<file path="src/hw/rtl/rgnrf_pkg.sv">
package rgnrf_pkg;

  localparam int MAX_GATES   = 1024;
  localparam int MAX_PENDING = 31;
  localparam int FIELD_BYTES = 8;

  localparam int POS_W  = 10;
  localparam int AG_W   = 11;
  localparam int DATA_W = 64;
  localparam int THR_W  = 8;
  localparam int RUN_W  = 6;
  localparam int RUN_MAX = 63;
  localparam int RUN_CAP = (MAX_PENDING + 1 < 32) ? MAX_PENDING + 1 : 32;

  localparam int PCNT_W = $clog2(MAX_PENDING + 1);
  localparam int PIDX_W = (MAX_PENDING > 1) ? $clog2(MAX_PENDING) : 1;

  localparam int CQ_DEPTH = 4;
  localparam int CQ_PTR_W = $clog2(CQ_DEPTH);

  localparam int CFG_IDX_W  = 2;
  localparam int CFG_DATA_W = 6;
  localparam logic [CFG_IDX_W-1:0] CFG_CHECK_NOISE = 2'd0;
  localparam logic [CFG_IDX_W-1:0] CFG_MIN_RUN     = 2'd1;
  localparam logic [CFG_IDX_W-1:0] CFG_DBZ_SEL     = 2'd2;

  localparam logic CMD_TABLE = 1'b0;
  localparam logic CMD_GATE  = 1'b1;

  localparam logic OP_HOLD = 1'b0;
  localparam logic OP_EMIT = 1'b1;

  typedef struct packed {
    logic              cmd;
    logic [POS_W-1:0]  table_address;
    logic [THR_W-1:0]  threshold_value;
    logic [DATA_W-1:0] gate_bytes;
    logic [AG_W-1:0]   active_gates;
    logic              last_gate;
  } in_word_t;

  typedef struct packed {
    logic [POS_W-1:0]  gate_position;
    logic              kept;
    logic [DATA_W-1:0] gate_data;
    logic              end_of_beam;
  } out_word_t;

  typedef struct packed {
    logic              op;
    logic              flush_kept;
    logic              cur_kept;
    logic              last;
    logic [POS_W-1:0]  pos;
    logic [DATA_W-1:0] data;
  } cmd_word_t;

  function automatic logic [POS_W-1:0] next_pos(input logic [POS_W-1:0] p);
    logic [POS_W-1:0] r;
    if (p == POS_W'(MAX_GATES - 1)) begin
      r = '0;
    end else begin
      r = p + 1'b1;
    end
    return r;
  endfunction

endpackage

</file>
<file path="src/hw/rtl/rgnrf_cmd_queue.sv">
module rgnrf_cmd_queue (
  input  logic                  clk,
  input  logic                  rst,
  input  logic                  wr_valid,
  output logic                  wr_ready,
  input  rgnrf_pkg::cmd_word_t  wr_word,
  output logic                  rd_valid,
  input  logic                  rd_ready,
  output rgnrf_pkg::cmd_word_t  rd_word
);

  rgnrf_pkg::cmd_word_t             slots [rgnrf_pkg::CQ_DEPTH];
  logic [rgnrf_pkg::CQ_PTR_W-1:0]   wr_ptr;
  logic [rgnrf_pkg::CQ_PTR_W-1:0]   rd_ptr;
  logic [rgnrf_pkg::CQ_PTR_W:0]     count;
  logic                             do_wr;
  logic                             do_rd;

  assign wr_ready = count != (rgnrf_pkg::CQ_PTR_W + 1)'(rgnrf_pkg::CQ_DEPTH);
  assign rd_valid = count != '0;
  assign rd_word  = slots[rd_ptr];
  assign do_wr    = wr_valid && wr_ready;
  assign do_rd    = rd_valid && rd_ready;

  always_ff @(posedge clk) begin
    if (do_wr) begin
      slots[wr_ptr] <= wr_word;
    end
  end

  always_ff @(posedge clk) begin
    if (rst) begin
      wr_ptr <= '0;
      rd_ptr <= '0;
      count  <= '0;
    end else begin
      if (do_wr) begin
        wr_ptr <= wr_ptr + 1'b1;
      end
      if (do_rd) begin
        rd_ptr <= rd_ptr + 1'b1;
      end
      if (do_wr && !do_rd) begin
        count <= count + 1'b1;
      end else if (do_rd && !do_wr) begin
        count <= count - 1'b1;
      end
    end
  end

endmodule

</file>
<file path="config.mk">
export PLATFORM = sky130hd
export DESIGN_NAME = rgnrf_cmd_queue
export DESIGN_NICKNAME = d
export VERILOG_FILES = /design/src/hw/rtl/rgnrf_pkg.sv /design/src/hw/rtl/rgnrf_cmd_queue.sv
export SDC_FILE = /design/constraint.sdc
export NUM_CORES = 1
export LEC_CHECK = 0
export ABC_AREA = 1
export BUFFER_PORTS_ARGS = -buffer_cell sky130_fd_sc_hd__buf_2
export CORE_UTILIZATION = 55
export CTS_CLUSTER_DIAMETER = 40
export CTS_CLUSTER_SIZE = 24
export DETAILED_ROUTE_END_ITERATION = 6
export PLACE_DENSITY_LB_ADDON = 0.08
export SYNTH_ARGS = -nofsm -noshare
export SYNTH_HDL_FRONTEND = slang
export SYNTH_SLANG_ARGS = --single-unit
</file>
<file path="constraint.sdc">
create_clock -name clk -period 5.36 [get_ports clk]
set_input_delay 0.268 -clock clk [delete_from_list [all_inputs] [get_ports clk]]
set_output_delay 0.268 -clock clk [all_outputs]
set_load 0.05 [all_outputs]
</file>
==> flow_metrics.tcl <==
set metrics [dict create \
    postSynthAreaPerCell_um2 14.7 \
    max_freq_mhz 281 \
    initial_core_util 0.568 \
    holdPathStages 4 \
    insertion_delay_ns 0.51 \
    cts_tree "built" \
    final.min_clock_period_ns 3.56 \
    ys_warn_count 0 \
    hold_viol 0 \
    drt_first_pass_iters 5 \
    run_status "finished, final reports clean" \
    maxCapViolCount 0 \
    yosys.area.top_type "edfxtp_1" \
    port_buffers 161 \
    fin_crit_sh 0.664 \
    grt_usage 0.232 \
    antenna_found_initial 2 \
    grt_max_degree 122 \
    setup_viol 0 \
    area_growth_pct 24.8 \
    skew_ns 0.0191 \
    wl_met3_um 1540 \
    drt_iter0_drc 544 \
    routed-wl-met2_um 12800 \
    reg2regPathDepth 5 \
    dp_hpwl_um 13800 \
    clkSlewWorstSetupHoldPaths_ns 0.05 \
    nNetsFinal 1150 \
    crit_fanout 121 \
    ir_drop_uv 386 \
    gp_congestion 0.786 \
    core_mm2 0.0212 \
    synth_seq_area_share 0.792 \
    ant_nets 0 \
    layout-drive-gt1-share 0.218 \
    cts_sinks 321 \
    cts_root_buf "clkbuf_16" \
    grt_pass1_vias 7878 \
    synth.net_count 910 \
    maxUsedRoutingLayer "met4" \
    worstPathArrival_ns 3.29 \
    met1_length_um 10500 \
    rows 53 \
    boundaryPins 162 \
    wl_um 25600 \
    wl_per_cell_um 18.7 \
    drc 0 \
    tightest_slew_ns 1.31 \
    startpoint_type "flop" \
    rsz0062_at_grt "no" \
    die_h_um 150 \
    cts_resized 0 \
    synth.area.top_cells "edfxtp_1 (78%), nor2_1 (5.3%), o22ai_1 (4.0%), o21ai_0 (3.8%), o21ai_1 (2.7%)" \
    path_class "flop to primary output" \
    power_leakage_nw 5.37 \
    netlist_area_mm2 0.0121 \
    die-area_mm2 0.0225 \
    die_x_um 150 \
    grt_pass1_wl_um 39400 \
    cp.required_ns 5.09 \
    vias 7669 \
    netlist_instances 822 \
    ys_ff_latch 321 \
    clk_path_buf_depth 3 \
    power.density_cell_area_mw_per_mm2 544 \
    dp_cells 1217 \
    synth_cell_types 21 \
    htreeDepth 2 \
    p_total_mw 8.18 \
    tns_ns 0 \
    cp-end-kind "primary output" \
    cts_buffers 39 \
    stdcell_count 1368 \
    slew_violations 0 \
    overflow 0 \
    via_per_inst 5.61 \
    yosysTopAreaCellShare 0.777 \
    relSlewSlack 0.128 \
    hp-class "input pin to flop" \
]
==> layout make-up <==
class                   count  area [um^2]
flip-flops and latches    321         9550
fillers                  1459         6180
multi-input cells         435         2130
repair buffers            249         1660
clock buffers              47         1030
well taps                 275          344
clock inverters            22          246
inverters                  16         62.6
diodes                      3         7.51
==> through the flow <==
stage | setup WS, ns | utilization | hold slack (ns) | instance area, um^2
after floorplan | 0.518 | - | 0.337 | 12100
after global routing | 1.60 | 0.709 | 0.0783 | 15000
after global placement | 2.55 | 0.611 | 0.476 | 13000
after CTS | 1.93 | 0.708 | 0.0437 | 15000
after detailed placement | 2.48 | 0.611 | 0.486 | 13000
final | 1.80 | 0.709 | 0.0646 | 15000
==> worst paths after layout <==
kind / start / to / slack, ns
max: flop / rd_word[15] / 1.80
min: wr_valid / wr_ptr[1] / 0.06
max reg2reg: count[0] / slots[1][40] / 2.57
min reg2reg: rd_ptr[1] / flop / 0.51
==> cell families after synthesis <==
| kind of cell | after synthesis | share of synthesized area |
|---|---|---|
| adder cells (fa/ha/maj) | 6 | 0.00685 |
| AND/OR/NAND/NOR | 190 | 0.0599 |
| AO/OA/AOI/OAI | 238 | 0.107 |
| flip-flops | 321 | 0.792 |
| XOR/XNOR | 1 | 0.000727 |
| buffers and inverters | 66 | 0.0333 |
==> power by group <==
group	internal [mW]	leakage [nW]	switching (mW)	total, mW
clock	1.54	0.620	0.996	2.53
combinational	0.535	1.81	1.94	2.48
sequential	3.06	2.93	0.109	3.17
==> flip-flops by register name, summed over array words and instances, names as in the netlist, named ones only <==
signal	count
slots	312
rd_ptr	2
wr_ptr	2
count	3
==> repair_timing <==
| action | in CTS | in global routing |
|---|---|---|
| hold endpoints to repair | 317 | 0 |
| setup buffers | 0 | 0 |
| hold buffers | 79 | 0 |
==> Yosys cell counts, drive strengths merged <==
cell / number
a21oi: 3
nand3b: 1
nor2: 170
ha: 5
o21ai: 157
nand3: 4
edfxtp: 312
xor2: 1
o22ai: 78
dfxtp: 9
clkbuf: 19
inv: 16
buf: 31
nand2: 15
fa: 1
==> worst max-delay path, stage by stage (launching register included) <==
cell	delay, ns
dfxtp_4	0.52
inv_4	0.93
buf_4	0.50
nor2_1	0.12
o22ai_1	0.20
buf_2	0.30
==> placed cells by master (no fill, tap or decap), types with 3 or more instances in the layout <==
cell and instances:
dfxtp_1 7, o21ai_1 65, ha_1 5, clkbuf_1 7, o21ai_0 92, inv_1 14
diode_2 3, o22ai_1 78, nor2_4 4, clkbuf_16 40, clkinv_4 3, nor2_1 166
buf_2 161, inv_6 3, dlygate4sd3_1 79, bufinv_16 3, a21oi_1 3, buf_4 9
edfxtp_1 312, inv_8 4, clkinv_2 4, nand3_1 4, nand2_1 15
==> metal layers <==
| layer | global-route usage | vias to the layer above |
|---|---|---|
| met5 | 0 | - |
| met4 | 0.0965 | 0 |
| li1 | - | 3589 |
| met3 | 0.0418 | 51 |
| met2 | 0.391 | 263 |
| met1 | 0.298 | 3766 |
(Power assumes the default switching activity.)
