==> config.mk <==
export PLATFORM = sky130hd
export DESIGN_NAME = rgnrf_back
export DESIGN_NICKNAME = d
export VERILOG_FILES = /design/src/hw/rtl/rgnrf_pkg.sv /design/src/hw/rtl/rgnrf_back.sv
export SDC_FILE = /design/constraint.sdc
export NUM_CORES = 2
export LEC_CHECK = 0
export ABC_AREA = 1
export BUFFER_PORTS_ARGS = -buffer_cell sky130_fd_sc_hd__buf_2
export CAP_MARGIN = 40
export CELL_PAD_IN_SITES_DETAIL_PLACEMENT = 1
export CELL_PAD_IN_SITES_GLOBAL_PLACEMENT = 1
export CORE_MARGIN = 2
export CORE_UTILIZATION = 51
export DETAILED_ROUTE_END_ITERATION = 16
export PLACE_DENSITY = 0.77
export SETUP_SLACK_MARGIN = 0.4
export SLEW_MARGIN = 20
export SYNTH_ARGS = -nofsm -noshare
export SYNTH_HDL_FRONTEND = slang
export SYNTH_SLANG_ARGS = --single-unit
export TNS_END_PERCENT = 30
==> constraint.sdc <==
create_clock -name clk -period 5.7 [get_ports clk]
set_input_delay 0.57 -clock clk [delete_from_list [all_inputs] [get_ports clk]]
set_output_delay 0.57 -clock clk [all_outputs]
set_load 0.005 [all_outputs]
==> src/hw/rtl/rgnrf_pkg.sv <==
package rgnrf_pkg;

  localparam int MAX_GATES   = 1024;
  localparam int MAX_PENDING = 31;
  localparam int FIELD_BYTES = 8;

  localparam int POS_W  = 10;
  localparam int AG_W   = 11;
  localparam int DATA_W = 64;
  localparam int THR_W  = 8;
  localparam int RUN_W  = 6;
  localparam int RUN_MAX = 63;
  localparam int RUN_CAP = (MAX_PENDING + 1 < 32) ? MAX_PENDING + 1 : 32;

  localparam int PCNT_W = $clog2(MAX_PENDING + 1);
  localparam int PIDX_W = (MAX_PENDING > 1) ? $clog2(MAX_PENDING) : 1;

  localparam int CQ_DEPTH = 4;
  localparam int CQ_PTR_W = $clog2(CQ_DEPTH);

  localparam int CFG_IDX_W  = 2;
  localparam int CFG_DATA_W = 6;
  localparam logic [CFG_IDX_W-1:0] CFG_CHECK_NOISE = 2'd0;
  localparam logic [CFG_IDX_W-1:0] CFG_MIN_RUN     = 2'd1;
  localparam logic [CFG_IDX_W-1:0] CFG_DBZ_SEL     = 2'd2;

  localparam logic CMD_TABLE = 1'b0;
  localparam logic CMD_GATE  = 1'b1;

  localparam logic OP_HOLD = 1'b0;
  localparam logic OP_EMIT = 1'b1;

  typedef struct packed {
    logic              cmd;
    logic [POS_W-1:0]  table_address;
    logic [THR_W-1:0]  threshold_value;
    logic [DATA_W-1:0] gate_bytes;
    logic [AG_W-1:0]   active_gates;
    logic              last_gate;
  } in_word_t;

  typedef struct packed {
    logic [POS_W-1:0]  gate_position;
    logic              kept;
    logic [DATA_W-1:0] gate_data;
    logic              end_of_beam;
  } out_word_t;

  typedef struct packed {
    logic              op;
    logic              flush_kept;
    logic              cur_kept;
    logic              last;
    logic [POS_W-1:0]  pos;
    logic [DATA_W-1:0] data;
  } cmd_word_t;

  function automatic logic [POS_W-1:0] next_pos(input logic [POS_W-1:0] p);
    logic [POS_W-1:0] r;
    if (p == POS_W'(MAX_GATES - 1)) begin
      r = '0;
    end else begin
      r = p + 1'b1;
    end
    return r;
  endfunction

endpackage

==> src/hw/rtl/rgnrf_back.sv <==
module rgnrf_back (
  input  logic                  clk,
  input  logic                  rst,
  input  logic                  q_valid,
  output logic                  q_ready,
  input  rgnrf_pkg::cmd_word_t  q_word,
  output logic                  empty,
  input  logic                  pop,
  output rgnrf_pkg::out_word_t  out_data
);

  localparam logic [1:0] ST_IDLE  = 2'd0;
  localparam logic [1:0] ST_FLUSH = 2'd1;
  localparam logic [1:0] ST_CUR   = 2'd2;

  logic [1:0]                     state;
  logic [1:0]                     state_next;
  logic [rgnrf_pkg::DATA_W-1:0]   pending_gates [rgnrf_pkg::MAX_PENDING];
  logic [rgnrf_pkg::PCNT_W-1:0]   pending_count;
  logic [rgnrf_pkg::POS_W-1:0]    start_pos;
  logic [rgnrf_pkg::PIDX_W-1:0]   idx;
  logic [rgnrf_pkg::POS_W-1:0]    fpos;
  rgnrf_pkg::cmd_word_t           cur;
  logic [rgnrf_pkg::DATA_W-1:0]   rd_data;
  logic                           out_valid;

  logic                           slot_free;
  logic                           load;
  rgnrf_pkg::out_word_t           load_word;
  logic                           hold_fire;
  logic                           flush_step;
  logic                           flush_done;
  logic [rgnrf_pkg::PCNT_W-1:0]   rd_addr;

  assign empty      = !out_valid;
  assign slot_free  = !out_valid || pop;
  assign hold_fire  = (state == ST_IDLE) && q_valid && (q_word.op == rgnrf_pkg::OP_HOLD);
  assign flush_step = (state == ST_FLUSH) && slot_free;
  assign flush_done = ({1'b0, idx} + 1'b1) == {1'b0, pending_count};

  always_comb begin
    q_ready    = 1'b0;
    load       = 1'b0;
    load_word  = '0;
    state_next = state;
    unique case (state)
      ST_IDLE: begin
        if (q_valid) begin
          if (q_word.op == rgnrf_pkg::OP_HOLD) begin
            q_ready = 1'b1;
          end else if (pending_count == '0) begin
            q_ready = slot_free;
            load    = slot_free;
            load_word.gate_position = q_word.pos;
            load_word.kept          = q_word.cur_kept;
            load_word.gate_data     = q_word.data;
            load_word.end_of_beam   = q_word.last;
          end else begin
            q_ready    = 1'b1;
            state_next = ST_FLUSH;
          end
        end
      end
      ST_FLUSH: begin
        if (slot_free) begin
          load = 1'b1;
          load_word.gate_position = fpos;
          load_word.kept          = cur.flush_kept;
          load_word.gate_data     = rd_data;
          load_word.end_of_beam   = 1'b0;
          if (flush_done) begin
            state_next = ST_CUR;
          end
        end
      end
      ST_CUR: begin
        if (slot_free) begin
          load = 1'b1;
          load_word.gate_position = cur.pos;
          load_word.kept          = cur.cur_kept;
          load_word.gate_data     = cur.data;
          load_word.end_of_beam   = cur.last;
          state_next = ST_IDLE;
        end
      end
      default: begin
        state_next = ST_IDLE;
      end
    endcase
  end

  always_comb begin
    if (state != ST_FLUSH) begin
      rd_addr = '0;
    end else if (flush_step) begin
      rd_addr = rgnrf_pkg::PCNT_W'(idx) + 1'b1;
    end else begin
      rd_addr = rgnrf_pkg::PCNT_W'(idx);
    end
  end

  always_ff @(posedge clk) begin
    if (hold_fire) begin
      pending_gates[pending_count[rgnrf_pkg::PIDX_W-1:0]] <= q_word.data;
    end
    if (rd_addr < rgnrf_pkg::PCNT_W'(rgnrf_pkg::MAX_PENDING)) begin
      rd_data <= pending_gates[rd_addr[rgnrf_pkg::PIDX_W-1:0]];
    end
  end

  always_ff @(posedge clk) begin
    if (load) begin
      out_data <= load_word;
    end
    if (hold_fire && (pending_count == '0)) begin
      start_pos <= q_word.pos;
    end
    if ((state == ST_IDLE) && q_ready && (q_word.op == rgnrf_pkg::OP_EMIT)) begin
      cur  <= q_word;
      fpos <= start_pos;
      idx  <= '0;
    end else if (flush_step) begin
      fpos <= rgnrf_pkg::next_pos(fpos);
      idx  <= idx + 1'b1;
    end
  end

  always_ff @(posedge clk) begin
    if (rst) begin
      state         <= ST_IDLE;
      pending_count <= '0;
      out_valid     <= 1'b0;
    end else begin
      state <= state_next;
      if (hold_fire) begin
        pending_count <= pending_count + 1'b1;
      end else if ((state == ST_CUR) && slot_free) begin
        pending_count <= '0;
      end
      if (load) begin
        out_valid <= 1'b1;
      end else if (pop) begin
        out_valid <= 1'b0;
      end
    end
  end

endmodule

==> impl_metrics.ini <==
[status]
status = completed

[synthesis]
synth-adder-area-share_pct = 0.131
synth_top_family_by_area = simple AND/OR/NAND/NOR gates
synth_seq_cells = 2234
synth-compound-area-share_pct = 0.716
ys_types = 35
syn_avg_cell_area_sq_um = 10.9
synth_xor_area_share_pct = 0.0458
synth-simple-area-share_pct = 21.2
synth-seq-area-share_pct = 70.0
yosys_warnings = 0
synth_top_area_share_pct = 69.7
synth_largest_area_cell = edfxtp_1
syn_inst = 8779
syn-cell-area_sq_um = 95700
synth_area_leaders = edfxtp_1 70%, nand3_1 9.8%, nand2_1 9.3%
syn-num-nets = 8871
synth.area.mux_share_pct = 0

[hold_path]
worstHoldStart = pop
hold_class = input port to flop
worstHoldEndpoint = out_valid
whs_path_depth = 4

[setup_path]
path_cells = inv_1 -> ha_1 -> nand2_1 -> nor2_1 -> nand2_1 -> nor2_4 -> buf_12
worst_path_most_repeated_cell = nand2_1
slowest_stage = nor2_4
cp_max_fo = 51
crit_family = simple AND/OR/NAND/NOR gates
reg2reg_slack_ns = 1.71
cp.required_ns = 6.18
arrival_ns = 4.47
path_buf_inv = 2
regToRegStartpoint = state[0]
r2r-end = pending_gates[10][20]
end_kind = flop
crit_type = flop to flop
start_kind = flop
reg2regPathDepth = 7
cp_slowest_stage_delay_ns = 0.88

[sta]
period_needed_ns = 3.99
setup_slack_ns = 1.71
fin_crit_sh_pct = 70.0
worstMarginPinSlew_ns = 1.28
hold_ws_ns = 0.122
timing.fmax_mhz = 251
skew_ns = 0.0603
drv_slew = 0
grt_setup_unrepaired = no
finalSetupViolations = 0
hold_violations = 0
max-slew-margin-rel_pct = 14.9
setup_tns_ns = 0

[power_and_ir_drop]
ir_drop_mv = 0.443
cellPowerDensity_nw_per_um2 = 432
p_leak_uw = 0.0432

[cells_and_area]
final_common_cell = nand2_1
drive_above_1_share_pct = 8.35
instances_no_fill = 11508
final_area_sq_um = 107000
fin_nets = 8930
nFillCells = 19323
area_growth_pct = 11.8
most-common-layout-cells = 2374 x nand2_1, 2221 x edfxtp_1, 1882 x nand3_1

[cts]
cts_tree = built
cts_resized = 0
clock_latency_ns = 0.89
htree_levels = 4
clockBufferDepth = 3
cts_sinks = 2234
path_clk_slew_ns = 0.06
cts_buffers = 228
root_buffer = clkbuf_16

[global_routing]
grt_max_degree = 162
grt_antenna_before_repair = 7
first_global_vias = 73365
globalRouteTotalUtil_pct = 33.0
grt_pass1_wl_mm = 470
grt_overflow = 0

[place]
io_buffers = 159
gp_congestion = 0.790
hpwl_mm = 169
pre_cts_ws_ns = 1.70
placed_cells = 11069
place_area_sq_um = 99600

[floorplanning]
die_area_sq_um = 191000
dieHeight_microns = 437
start_util_pct = 51.4
rows = 158
core-area_sq_um = 186000
io_pins = 160
die_x_microns = 437

[detailed_routing]
viasPerCell = 6.02
drt-total-wl_mm = 318
dr.pass1.iters = 7
first_iter_violations = 8218
wire_per_inst_microns = 27.6
ant_nets = 0
routed-via-count = 69328
drc = 0

[run]
max_cap_violations = 0
stage by stage:
step / power (uW) / util, %
2_1_floorplan: 27200 / -
3_3_place_gp: 31000 / 53.3
3_5_place_dp: 31700 / 53.5
4_1_cts: 46100 / 57.4
5_1_grt: 47900 / 57.5
6_report: 46200 / 57.5
layout make-up:
cell class	instances	area (sq um)	share of cell area, %
Sequential cell	2234	67000	62.6
Multi-Input combinational cell	4687	21500	20.1
Clock buffer	285	6010	5.62
Inverter	1350	5100	4.77
Timing Repair Buffer	337	3210	3.00
Tap cell	2480	3100	2.90
Clock inverter	130	1070	1.00
Antenna cell	5	12.5	0.0117
power breakdown:
group	total [uW]	switching [uW]	internal (uW)
sequential	19300	356	18900
combinational	12500	9350	3100
clock	14500	6460	8030
total	46200	16200	30100
how the worst max path moves through the flow:
stage	startpoint	slack (ns)	cells past startpoint	end
finish	state[0]	1.71	7	pending_gates[10][20]
global route	state[1]	1.58	14	rd_data[51]
CTS	state[1]	1.70	14	rd_data[42]
detailed placement	pop	1.70	15	rd_data[46]
global placement	state[1]	1.82	7	pending_gates[2][56]
floorplan	state[0]	0.76	9	out_data[0]
worst reg2reg max path: stages (launching register included):
cell and delay [ns]:
dfxtp_1 0.38, inv_1 0.11, ha_1 0.22, nand2_1 0.10
nor2_1 0.54, nand2_1 0.69, nor2_4 0.89, buf_12 0.55
flip-flops by register name, indices dropped and copies added, names as in the netlist:
name / cells
pending_count: 5
cur: 77
state: 2
pending_gates: 1984
rd_data: 64
start_pos: 10
idx: 5
fpos: 10
out_data: 76
out_valid: 1
synth_stat cells (all sizes together):
master and number:
nand2 2380, edfxtp 2221, nand3 1885, inv 1350, buf 376, nand3b 160, clkbuf 132, nor2 66
or2 65, a31oi 63, o21ai 14, a21oi 13, dfxtp 13, ha 10, a221oi 7, a22oi 7
nand4 4, xor2 4, nor3 3, a211oi 1, a22o 1, o211ai 1, o21bai 1, o31ai 1
xnor2 1
what timing repair did:
| item | CTS | global route |
|---|---|---|
| hold buffers | 14 | 0 |
| endpoints found under the hold margin | 31 | 0 |
| setup buffers | 0 | 0 |
per-layer routing:
metal | global-route usage (%) | share of wire, %
met3 | 5.31 | 8.4
met1 | 42.5 | 38
met2 | 54.7 | 49
met4 | 15.4 | 4.4
met5 | 0 | 0.0050
cells by family (layout without fill, tap and decap cells):
logic type / after synthesis / count (layout)
DFF: 2234 / 2234
and+or+nand+nor: 4563 / 4563
other: 0 / 5
adders and majority gates: 10 / 10
AOI/OAI and AO/OA: 109 / 109
xor gates and xnor gates: 5 / 5
buffers and inverters: 1858 / 2102
Power figures use the tool's default switching activity.
